File: src/rtl/crt_pkg.sv
package crt_pkg;

    localparam int MODULUS_BITS_DEF = 16;
    localparam int YEAR_BITS        = 32;

endpackage

File: src/rtl/crt_div.sv
module crt_div
    import crt_pkg::*;
#(
    parameter int WIDTH = MODULUS_BITS_DEF
)
(
    input  logic             clk,
    input  logic             rst_n,
    input  logic             go,
    input  logic [WIDTH-1:0] dividend,
    input  logic [WIDTH-1:0] divisor,
    output logic             done,
    output logic [WIDTH-1:0] quo,
    output logic [WIDTH-1:0] rem
);

    localparam int CW = (WIDTH > 1) ? $clog2(WIDTH) : 1;

    logic             busy_reg;
    logic             done_reg;
    logic [CW-1:0]    cnt_reg;
    logic [WIDTH-1:0] rem_reg;
    logic [WIDTH-1:0] quo_reg;
    logic [WIDTH-1:0] dsr_reg;

    logic [WIDTH:0]   partial;
    logic [WIDTH:0]   diff;
    logic             ge;
    logic [WIDTH-1:0] rem_next;
    logic [WIDTH-1:0] quo_next;

    // one quotient bit per cycle, restoring
    always_comb
    begin
        partial  = {rem_reg, quo_reg[WIDTH-1]};
        diff     = partial - {1'b0, dsr_reg};
        ge       = (partial >= {1'b0, dsr_reg});
        rem_next = ge ? diff[WIDTH-1:0] : partial[WIDTH-1:0];
        quo_next = {quo_reg[WIDTH-2:0], ge};
    end

    always_ff @(posedge clk or negedge rst_n)
    begin
        if (!rst_n)
        begin
            busy_reg <= 1'b0;
            done_reg <= 1'b0;
            cnt_reg  <= '0;
        end
        else
        begin
            done_reg <= 1'b0;
            if (go)
            begin
                busy_reg <= 1'b1;
                cnt_reg  <= '0;
                rem_reg  <= '0;
                quo_reg  <= dividend;
                dsr_reg  <= divisor;
            end
            else if (busy_reg)
            begin
                rem_reg <= rem_next;
                quo_reg <= quo_next;
                cnt_reg <= cnt_reg + 1'b1;
                if (cnt_reg == CW'(WIDTH - 1))
                begin
                    busy_reg <= 1'b0;
                    done_reg <= 1'b1;
                end
            end
        end
    end

    assign done = done_reg;
    assign quo  = quo_reg;
    assign rem  = rem_reg;

endmodule

File: src/rtl/crt_pair_search_top.sv
// channel   signals                                          transfer when
// input     start, modulus_m, modulus_n, residue_x, residue_y  start && !busy
// result    done, year, found                                done (one cycle)
//
// one item runs the input checks, one division per euclid step of the gcd,
// three more divisions and one multiply, then the search over candidates
// (at most n/gcd(m,n)+1 candidates); all divisions use the shared restoring
// divider, and the search loop tests one candidate per cycle
// reset is asynchronous active low and returns the sequencer to idle
// results cannot be stalled; busy stays high from accept until done, but an item rejected at accept never raises it
module crt_pair_search_top
    import crt_pkg::*;
#(
    parameter int MODULUS_BITS = MODULUS_BITS_DEF
)
(
    input  logic                    clk,
    input  logic                    rst_n,
    input  logic                    start,
    output logic                    busy,
    input  logic [MODULUS_BITS-1:0] modulus_m,
    input  logic [MODULUS_BITS-1:0] modulus_n,
    input  logic [MODULUS_BITS-1:0] residue_x,
    input  logic [MODULUS_BITS-1:0] residue_y,
    output logic                    done,
    output logic [YEAR_BITS-1:0]    year,
    output logic                    found
);

    localparam int MB = MODULUS_BITS;
    localparam int LW = 2 * MB;
    localparam int KW = 2 * MB + 1;

    typedef enum logic [3:0] {
        S_IDLE,
        S_GCD,
        S_GCD_WAIT,
        S_LIM_WAIT,
        S_MUL,
        S_CHK,
        S_MODX_WAIT,
        S_MODM_WAIT,
        S_SEARCH
    } state_t;

    state_t          state_reg;
    logic [MB-1:0]   m_reg;
    logic [MB-1:0]   n_reg;
    logic [MB-1:0]   x_reg;
    logic [MB-1:0]   y_reg;
    logic [MB-1:0]   p_reg;
    logic [MB-1:0]   q_reg;
    logic [MB-1:0]   lq_reg;
    logic [LW-1:0]   limit_reg;
    logic [KW-1:0]   k_reg;
    logic [MB-1:0]   r_reg;
    logic [MB-1:0]   step_reg;
    logic            div_go_reg;
    logic [MB-1:0]   div_a_reg;
    logic [MB-1:0]   div_b_reg;
    logic            done_reg;
    logic            found_reg;
    logic [YEAR_BITS-1:0] year_reg;

    logic            div_done;
    logic [MB-1:0]   div_quo;
    logic [MB-1:0]   div_rem;

    logic [KW-1:0]   k_next;
    logic [MB:0]     r_sum;
    logic [MB-1:0]   r_next;

    crt_div #(
        .WIDTH (MB)
    ) u_div (
        .clk      (clk),
        .rst_n    (rst_n),
        .go       (div_go_reg),
        .dividend (div_a_reg),
        .divisor  (div_b_reg),
        .done     (div_done),
        .quo      (div_quo),
        .rem      (div_rem)
    );

    always_comb
    begin
        k_next = k_reg + KW'(m_reg);
        r_sum  = {1'b0, r_reg} + {1'b0, step_reg};
        if (r_sum >= {1'b0, n_reg})
            r_next = MB'(r_sum - {1'b0, n_reg});
        else
            r_next = r_sum[MB-1:0];
    end

    always_ff @(posedge clk or negedge rst_n)
    begin
        if (!rst_n)
        begin
            state_reg  <= S_IDLE;
            div_go_reg <= 1'b0;
            done_reg   <= 1'b0;
            found_reg  <= 1'b0;
        end
        else
        begin
            div_go_reg <= 1'b0;
            done_reg   <= 1'b0;
            unique case (state_reg)
                S_IDLE:
                begin
                    if (start)
                    begin
                        m_reg <= modulus_m;
                        n_reg <= modulus_n;
                        x_reg <= residue_x;
                        y_reg <= (residue_y == modulus_n) ? '0 : residue_y;
                        if (modulus_m >= modulus_n)
                        begin
                            p_reg <= modulus_m;
                            q_reg <= modulus_n;
                        end
                        else
                        begin
                            p_reg <= modulus_n;
                            q_reg <= modulus_m;
                        end
                        // zero modulus or residue_y above modulus_n: no match possible
                        if (modulus_m == '0 || modulus_n == '0 || residue_y > modulus_n)
                        begin
                            done_reg  <= 1'b1;
                            found_reg <= 1'b0;
                            year_reg  <= '0;
                        end
                        else
                            state_reg <= S_GCD;
                    end
                end
                S_GCD:
                begin
                    div_go_reg <= 1'b1;
                    if (q_reg == '0)
                    begin
                        div_a_reg <= m_reg;
                        div_b_reg <= p_reg;
                        state_reg <= S_LIM_WAIT;
                    end
                    else
                    begin
                        div_a_reg <= p_reg;
                        div_b_reg <= q_reg;
                        state_reg <= S_GCD_WAIT;
                    end
                end
                S_GCD_WAIT:
                begin
                    if (div_done)
                    begin
                        p_reg     <= q_reg;
                        q_reg     <= div_rem;
                        state_reg <= S_GCD;
                    end
                end
                S_LIM_WAIT:
                begin
                    if (div_done)
                    begin
                        lq_reg    <= div_quo;
                        state_reg <= S_MUL;
                    end
                end
                S_MUL:
                begin
                    limit_reg <= LW'(lq_reg) * LW'(n_reg);
                    state_reg <= S_CHK;
                end
                S_CHK:
                begin
                    k_reg <= KW'(x_reg);
                    if (LW'(x_reg) > limit_reg)
                    begin
                        done_reg  <= 1'b1;
                        found_reg <= 1'b0;
                        year_reg  <= '0;
                        state_reg <= S_IDLE;
                    end
                    else
                    begin
                        div_go_reg <= 1'b1;
                        div_a_reg  <= x_reg;
                        div_b_reg  <= n_reg;
                        state_reg  <= S_MODX_WAIT;
                    end
                end
                S_MODX_WAIT:
                begin
                    if (div_done)
                    begin
                        r_reg      <= div_rem;
                        div_go_reg <= 1'b1;
                        div_a_reg  <= m_reg;
                        div_b_reg  <= n_reg;
                        state_reg  <= S_MODM_WAIT;
                    end
                end
                S_MODM_WAIT:
                begin
                    if (div_done)
                    begin
                        step_reg  <= div_rem;
                        state_reg <= S_SEARCH;
                    end
                end
                S_SEARCH:
                begin
                    if (r_reg == y_reg)
                    begin
                        done_reg  <= 1'b1;
                        found_reg <= 1'b1;
                        year_reg  <= YEAR_BITS'(k_reg);
                        state_reg <= S_IDLE;
                    end
                    else if (k_next > KW'(limit_reg))
                    begin
                        done_reg  <= 1'b1;
                        found_reg <= 1'b0;
                        year_reg  <= '0;
                        state_reg <= S_IDLE;
                    end
                    else
                    begin
                        k_reg <= k_next;
                        r_reg <= r_next;
                    end
                end
                default:
                begin
                    state_reg <= S_IDLE;
                end
            endcase
        end
    end

    assign busy  = (state_reg != S_IDLE);
    assign done  = done_reg;
    assign found = found_reg;
    assign year  = year_reg;

    a_done_idle: assert property (@(posedge clk) disable iff (!rst_n)
        done |-> !busy)
        else $error("result strobe while busy");

    a_accept_progress: assert property (@(posedge clk) disable iff (!rst_n)
        (start && !busy) |=> (busy || done))
        else $error("accepted item neither busy nor finished");

    a_miss_zero: assert property (@(posedge clk) disable iff (!rst_n)
        (done && !found) |-> (year == '0))
        else $error("miss with nonzero year");

    a_residue_range: assert property (@(posedge clk) disable iff (!rst_n)
        (state_reg == S_SEARCH) |-> (r_reg < n_reg))
        else $error("running residue out of range");

endmodule
File: config.mk
export PLATFORM = sky130hd
export DESIGN_NAME = crt_pair_search_top
export DESIGN_NICKNAME = d
export VERILOG_FILES = /design/src/rtl/crt_pkg.sv /design/src/rtl/crt_div.sv /design/src/rtl/crt_pair_search_top.sv
export SDC_FILE = /design/constraint.sdc
export NUM_CORES = 1
export LEC_CHECK = 0
export ABC_CLOCK_PERIOD_IN_PS = 8020
export BUFFER_PORTS_ARGS = -buffer_cell sky130_fd_sc_hd__buf_2
export CORE_ASPECT_RATIO = 1.2
export CORE_MARGIN = 10
export CORE_UTILIZATION = 40
export DETAILED_ROUTE_END_ITERATION = 8
export RECOVER_POWER = 50
export REMOVE_ABC_BUFFERS = 1
export SLEW_MARGIN = 25
export SYNTH_ARGS = -nofsm -noshare
export SYNTH_HDL_FRONTEND = slang
export SYNTH_SLANG_ARGS = --single-unit
File: constraint.sdc
create_clock -name clk -period 8.02 [get_ports clk]
set_input_delay 1.604 -clock clk [delete_from_list [all_inputs] [get_ports clk]]
set_output_delay 1.604 -clock clk [all_outputs]
set_load 0.05 [all_outputs]
Word level (Yosys, flattened, before mapping)
Index checks and enable logic that the tools add are counted.
{"block": "classes", "add_sub_neg": 5, "mul": 1, "magnitude_cmp": 6, "n_eq_ne": 23, "n_mux": 67, "reduce_logical": 26}
{"op": "two-way mux 16 bit", "n": 19}
{"op": "two-way mux 32 bit", "n": 5}
{"op": "one-hot mux 16 bit (2 select lines)", "n": 3}
{"op": "one-hot mux 16 bit (3 select lines)", "n": 2}
{"op": "one-hot mux 32 bit (3 select lines)", "n": 1}
{"op": "two-way mux 33 bit", "n": 2}
{"op": "one-hot mux 33 bit (2 select lines)", "n": 1}
{"op": "zero test 16 bit", "n": 3}
{"op": "two-way mux 4 bit", "n": 10}
{"op": "one-hot mux 4 bit (9 select lines)", "n": 1}
{"op": ">= comparator 17 x 16 -> 1 bit", "n": 2}
{"op": "adder 33 x 16 -> 33 bit", "n": 1}
{"op": "greater-than comparator 33 x 32 -> 1 bit", "n": 1}
{"op": "== test 16 bit", "n": 2}
{"op": "greater-than comparator 16 x 32 -> 1 bit", "n": 1}
{"op": "multiplier 16 x 16 -> 32 bit", "n": 1}
{"op": "subtractor 16 bit", "n": 2}
{"op": "two-way mux 1 bit", "n": 19}
{"op": "adder 16 x 16 -> 17 bit", "n": 1}
{"op": "== test 4 x 3 -> 1 bit, second input constant", "n": 4}
{"op": ">= comparator 16 bit", "n": 1}
{"op": "greater-than comparator 16 bit", "n": 1}
{"op": "!= test 2 bit, second input constant", "n": 7}
{"op": "AND reduction 4 bit", "n": 3}
{"op": "other kinds (18)", "n": 35}
{"block": "word_totals", "regBits": 334, "input_bits": 67, "out_inout_bits": 35, "word_cells": 152}

Depth between registers and ports, before layout
{"block": "depth", "depth_word": 6, "depth_mapped": 25, "ltp_nobuf": 23}

Cells and area by module
From an unflattened synthesis, not the netlist that was laid out.
{"block": "hier_totals", "hier_cells": 2684, "area_unflattened_um2": 27450.1}
{"mod": "crt_pair_search_top", "n_inst": 1, "cells_each": 2398, "area_each_um2": 24260.8, "seq_area_each_um2": 8373.0}
{"mod": "crt_div", "n_inst": 1, "cells_each": 286, "area_each_um2": 3189.3, "seq_area_each_um2": 1591.5}

Worst setup path before layout
Ideal clock, no wire load.
{"block": "synth_timing", "path_type": "flip-flop to flip-flop", "from": "reg x_reg[1]", "to": "reg div_a_reg[0], enable pin", "setup_ns": 0.594, "arrival_ns": 6.833, "t_required_ns": 7.426, "setup_slack_ns": 0.593, "stages_incl_launch_ff": 9, "path_buffers": 0, "path_cell_list": "edfxtp_1 ha_1 nor2b_1 o21a_1 o211ai_1 a21oi_1 o311a_1 and2_1 a2111oi_0"}
{"block": "synth_via", "elab_chain_len": 3}
{"element": "start, declared", "line": "crt_pair_search_top.sv:49", "text": "logic [MB-1:0] x_reg;"}
{"element": "start signal, assigned", "line": "crt_pair_search_top.sv:116", "text": "x_reg <= residue_x;"}
{"element": "greater-than comparator 16 x 32 -> 1 bit", "line": "crt_pair_search_top.sv:180", "text": "if (LW'(x_reg) > limit_reg)"}
{"element": "!= test 2 bit (no source line)"}
{"element": "AND reduction 4 bit (no source line)"}
{"element": "end signal, assigned", "line": "crt_pair_search_top.sv:150", "text": "div_a_reg <= p_reg;"}
{"element": "end signal, assigned", "line": "crt_pair_search_top.sv:190", "text": "div_a_reg <= x_reg;"}
{"element": "end signal, assigned", "line": "crt_pair_search_top.sv:201", "text": "div_a_reg <= m_reg;"}
{"element": "end, declared", "line": "crt_pair_search_top.sv:59", "text": "logic [MB-1:0] div_a_reg;"}
No other way between the ends.
A chain may end at the register's enable or synchronous reset.

Worst setup path after layout
{"block": "layout_timing", "from": "reg n_reg[9]", "to": "reg limit_reg[28] (data pin)"}
{"block": "layout_via", "elab_chain_len": 1}
{"element": "start, declared", "line": "crt_pair_search_top.sv:48", "text": "logic [MB-1:0] n_reg;"}
{"element": "start signal, assigned", "line": "crt_pair_search_top.sv:115", "text": "n_reg <= modulus_n;"}
{"element": "multiplier 16 x 16 -> 32 bit", "line": "crt_pair_search_top.sv:174", "text": "limit_reg <= LW'(lq_reg) * LW'(n_reg);"}
{"element": "end signal, assigned", "line": "crt_pair_search_top.sv:174"}
{"element": "end, declared", "line": "crt_pair_search_top.sv:54", "text": "logic [LW-1:0] limit_reg;"}
No other way between the ends.

==> impl_metrics.tcl <==
set metrics [dict create \
    crit_top_cell "fa_1" \
    fp-row-count 104 \
    powerDensity_nw_per_um2 260 \
    dr_total_vias 19238 \
    fin_util_pct 44.2 \
    grt_max_degree 65 \
    synth_seq_cells 334 \
    hp-start "div_b_reg[5]" \
    drive_gt1_share_pct 5.81 \
    status "complete, but fails checks" \
    tns_ps 0 \
    dieArea_um2 78200 \
    hold_path_depth 0 \
    drv_cap 6 \
    drt_iter0_drc 1904 \
    die_x_um 257 \
    antenna-diode-count 0 \
    cts_tree "done" \
    hold_viol_final 0 \
    clkSlewWorstSetupHoldPaths_ps 60 \
    die_h_um 304 \
    maxSlewHeadroom_pct -57.8 \
    irDropWorstVdd_uv 193 \
    wirelength_um 76300 \
    yosys.area.top_type "edfxtp_1" \
    grt_first_pass_wirelength_um 118000 \
    synth_area_um2 26900 \
    drt-vias-per-instance 5.36 \
    postSynthAreaPerCell_um2 10.4 \
    hold-path-endpoint "u_div.dsr_reg[5]" \
    ios 102 \
    layout_min_cycle_time_ps 6750 \
    root_buffer "clkbuf_16" \
    yosysMostFrequentCell "inv_1" \
    cts_buffers 38 \
    synthCells 2580 \
    clk-insertion-delay-late_ps 570 \
    post-cts-setup-buffers 0 \
    worstSetupStartpoint "n_reg[9]" \
    clock-sinks 334 \
    ant_nets 0 \
    worstPathMaxFanout 17 \
    violations "capacitance limit, slew limit" \
    synth_edf_count 321 \
    coreArea_um2 66900 \
    worstRegToRegCells 20 \
    io_buffers 101 \
    synth_common_cells "inv_1 (370), edfxtp_1 (321), nand2_1 (276)" \
    place_congestion 0.895 \
    htreeDepth 2 \
    critPathRequiredTime_ps 8330 \
    hold_buffers 0 \
    crit_type "reg2reg" \
    min_path_type "reg2reg" \
    crit_chain "nand2_1, fa_1, inv_1, fa_1, fa_1, fa_1, fa_1, inv_1, fa_1, inv_1, ha_1, a21o_1, a21o_1, a21oi_1, o21ai_0, or3_4, a31o_1, a21o_1, a21oi_2, xnor2_1" \
    initial_core_util_pct 40.3 \
    start_kind "flip-flop" \
    critPathMaxStageDelay_ps 820 \
    drtPass1Iterations 6 \
    r2r_start "n_reg[9]" \
    hpwl_um 60700 \
    worstPathArrival_ps 7060 \
    setup_viol 0 \
    slowest_stage "edfxtp_1" \
    fin_skew_ps 22.1 \
    rsz0062_at_grt "no" \
    worstMarginPinSlew_ps 2370 \
    fillers 6429 \
    synthTopCellsByArea "edfxtp_1 (36%), fa_1 (15%), ha_1 (12%)" \
    antenna_found_initial 0 \
    ys_warn_count 0 \
    wl_per_cell_um 21.3 \
    drt_drc_violations_left 0 \
    p_leak_nw 12.8 \
    period_share_pct 84.2 \
    ys.flop_type "edfxtp_1" \
    slew_violations 228 \
    clock_tree.buffer_depth 3 \
    r2r-end "limit_reg[28]" \
    grt_overflow 0 \
    area_growth_pct 9.78 \
    fmax_mhz 148 \
    synth_top_area_share_pct 35.8 \
    cts.repair.resized 0 \
    nets 3171 \
    largest_reg_flops 33 \
    crit_path_end_kind "flip-flop" \
    grt.total_usage_pct 19.4 \
    synth.distinct_cells 76 \
    r2r_slack_ps 1270 \
    seq_area_frac_synth_pct 37.0 \
    postSynth.asyncResetShare_pct 3.89 \
    grt_pass1_vias 19960 \
]
-- placed cells by master, fill, tap and decap left out, drive strengths merged, types with 10 or more instances in the layout --
cell type	netlist	layout
inv	370	370
a222oi	16	16
mux2	22	22
clkinv	0	17
a21o	46	46
nor2	107	107
buf	14	47
nand3	25	25
fa	198	198
mux2i	56	56
a211oi	43	43
o31ai	10	10
o21ai	103	103
nor4	29	29
nand2	276	276
nand2b	15	15
nor2b	35	35
xnor2	57	57
ha	249	249
a21oi	111	111
nand4	25	25
edfxtp	321	321
or3	10	10
xor2	54	54
and3	16	16
o21a	16	16
clkbuf	70	120
and2	164	164
nor3	25	25
dfrtp	13	13
-- per-stage QoR --
stage / instance area (um^2) / hold slack, ps / setup slack (ps) / instances / total power [W]
2_1_floorplan: 26600 / 400 / 593 / 2496 / 0.00503
3_3_place_gp: 28400 / 402 / 1400 / 3517 / 0.00589
3_5_place_dp: 28500 / 405 / 1310 / 3518 / 0.00598
4_1_cts: 29700 / 419 / 1290 / 3586 / 0.00773
5_1_grt: 29600 / 414 / 962 / 3586 / 0.00827
6_report: 29600 / 420 / 1270 / 3586 / 0.00768
-- power breakdown --
group / switching, W / internal, W / total, W / leakage [nW]
combinational: 0.00198 / 0.00138 / 0.00336 / 9.14
sequential: 0.000247 / 0.00235 / 0.00260 / 3.05
clock: 0.000742 / 0.000980 / 0.00172 / 0.589
total: 0.00297 / 0.00471 / 0.00768 / 12.8
-- worst max path at each step --
stage               cells after the start            end  slack (ps)
finish                                 20  limit_reg[28]        1270
global route                           21  limit_reg[31]         960
CTS                                    20  limit_reg[28]        1290
detailed placement                     20  limit_reg[28]        1310
global placement                       21  limit_reg[31]        1400
floorplan                               8   div_a_reg[0]         590
-- critical path, delay by kind of cell (launching register included) --
family	cells	cell delay, ps
adders and majority gates	7	3520
xor gates and xnor gates	1	70
DFF	1	820
buffers and inverters	3	170
and+or+nand+nor	2	600
AOI/OAI and AO/OA	7	1310
-- kinds of logic (layout without fill, tap and decap cells) --
| logic type | after synthesis | after routing | synth area share [%] |
|---|---|---|---|
| AND/OR/NAND/NOR | 745 | 745 | 13.7 |
| buffers and inverters | 454 | 559 | 6.46 |
| adder cells (fa/ha/maj) | 447 | 447 | 26.3 |
| AO/OA/AOI/OAI | 411 | 411 | 9.98 |
| flip-flops | 334 | 334 | 37.0 |
| XOR/XNOR | 111 | 111 | 3.61 |
| multiplexers | 78 | 78 | 3.00 |
-- routing by layer --
metal	global-route usage, %	wire length (um)	vias to the layer above
li1	-	-	8971
met4	7.52	3160	0
met2	33.9	37900	595
met3	2.28	3840	141
met5	0	0	-
met1	24.0	31400	9531
-- area by class of cell --
class                      count  area, um^2  share of cell area [%]
multi-input combinational   1792       15300                    51.8
sequential                   334        9960                    33.7
inverter                     370        1390                    4.70
tap                          901        1130                    3.81
clock buffer                  46         981                    3.32
timing repair buffer         121         563                    1.90
clock inverter                22         239                   0.808
Power figures use the tool's default switching activity.
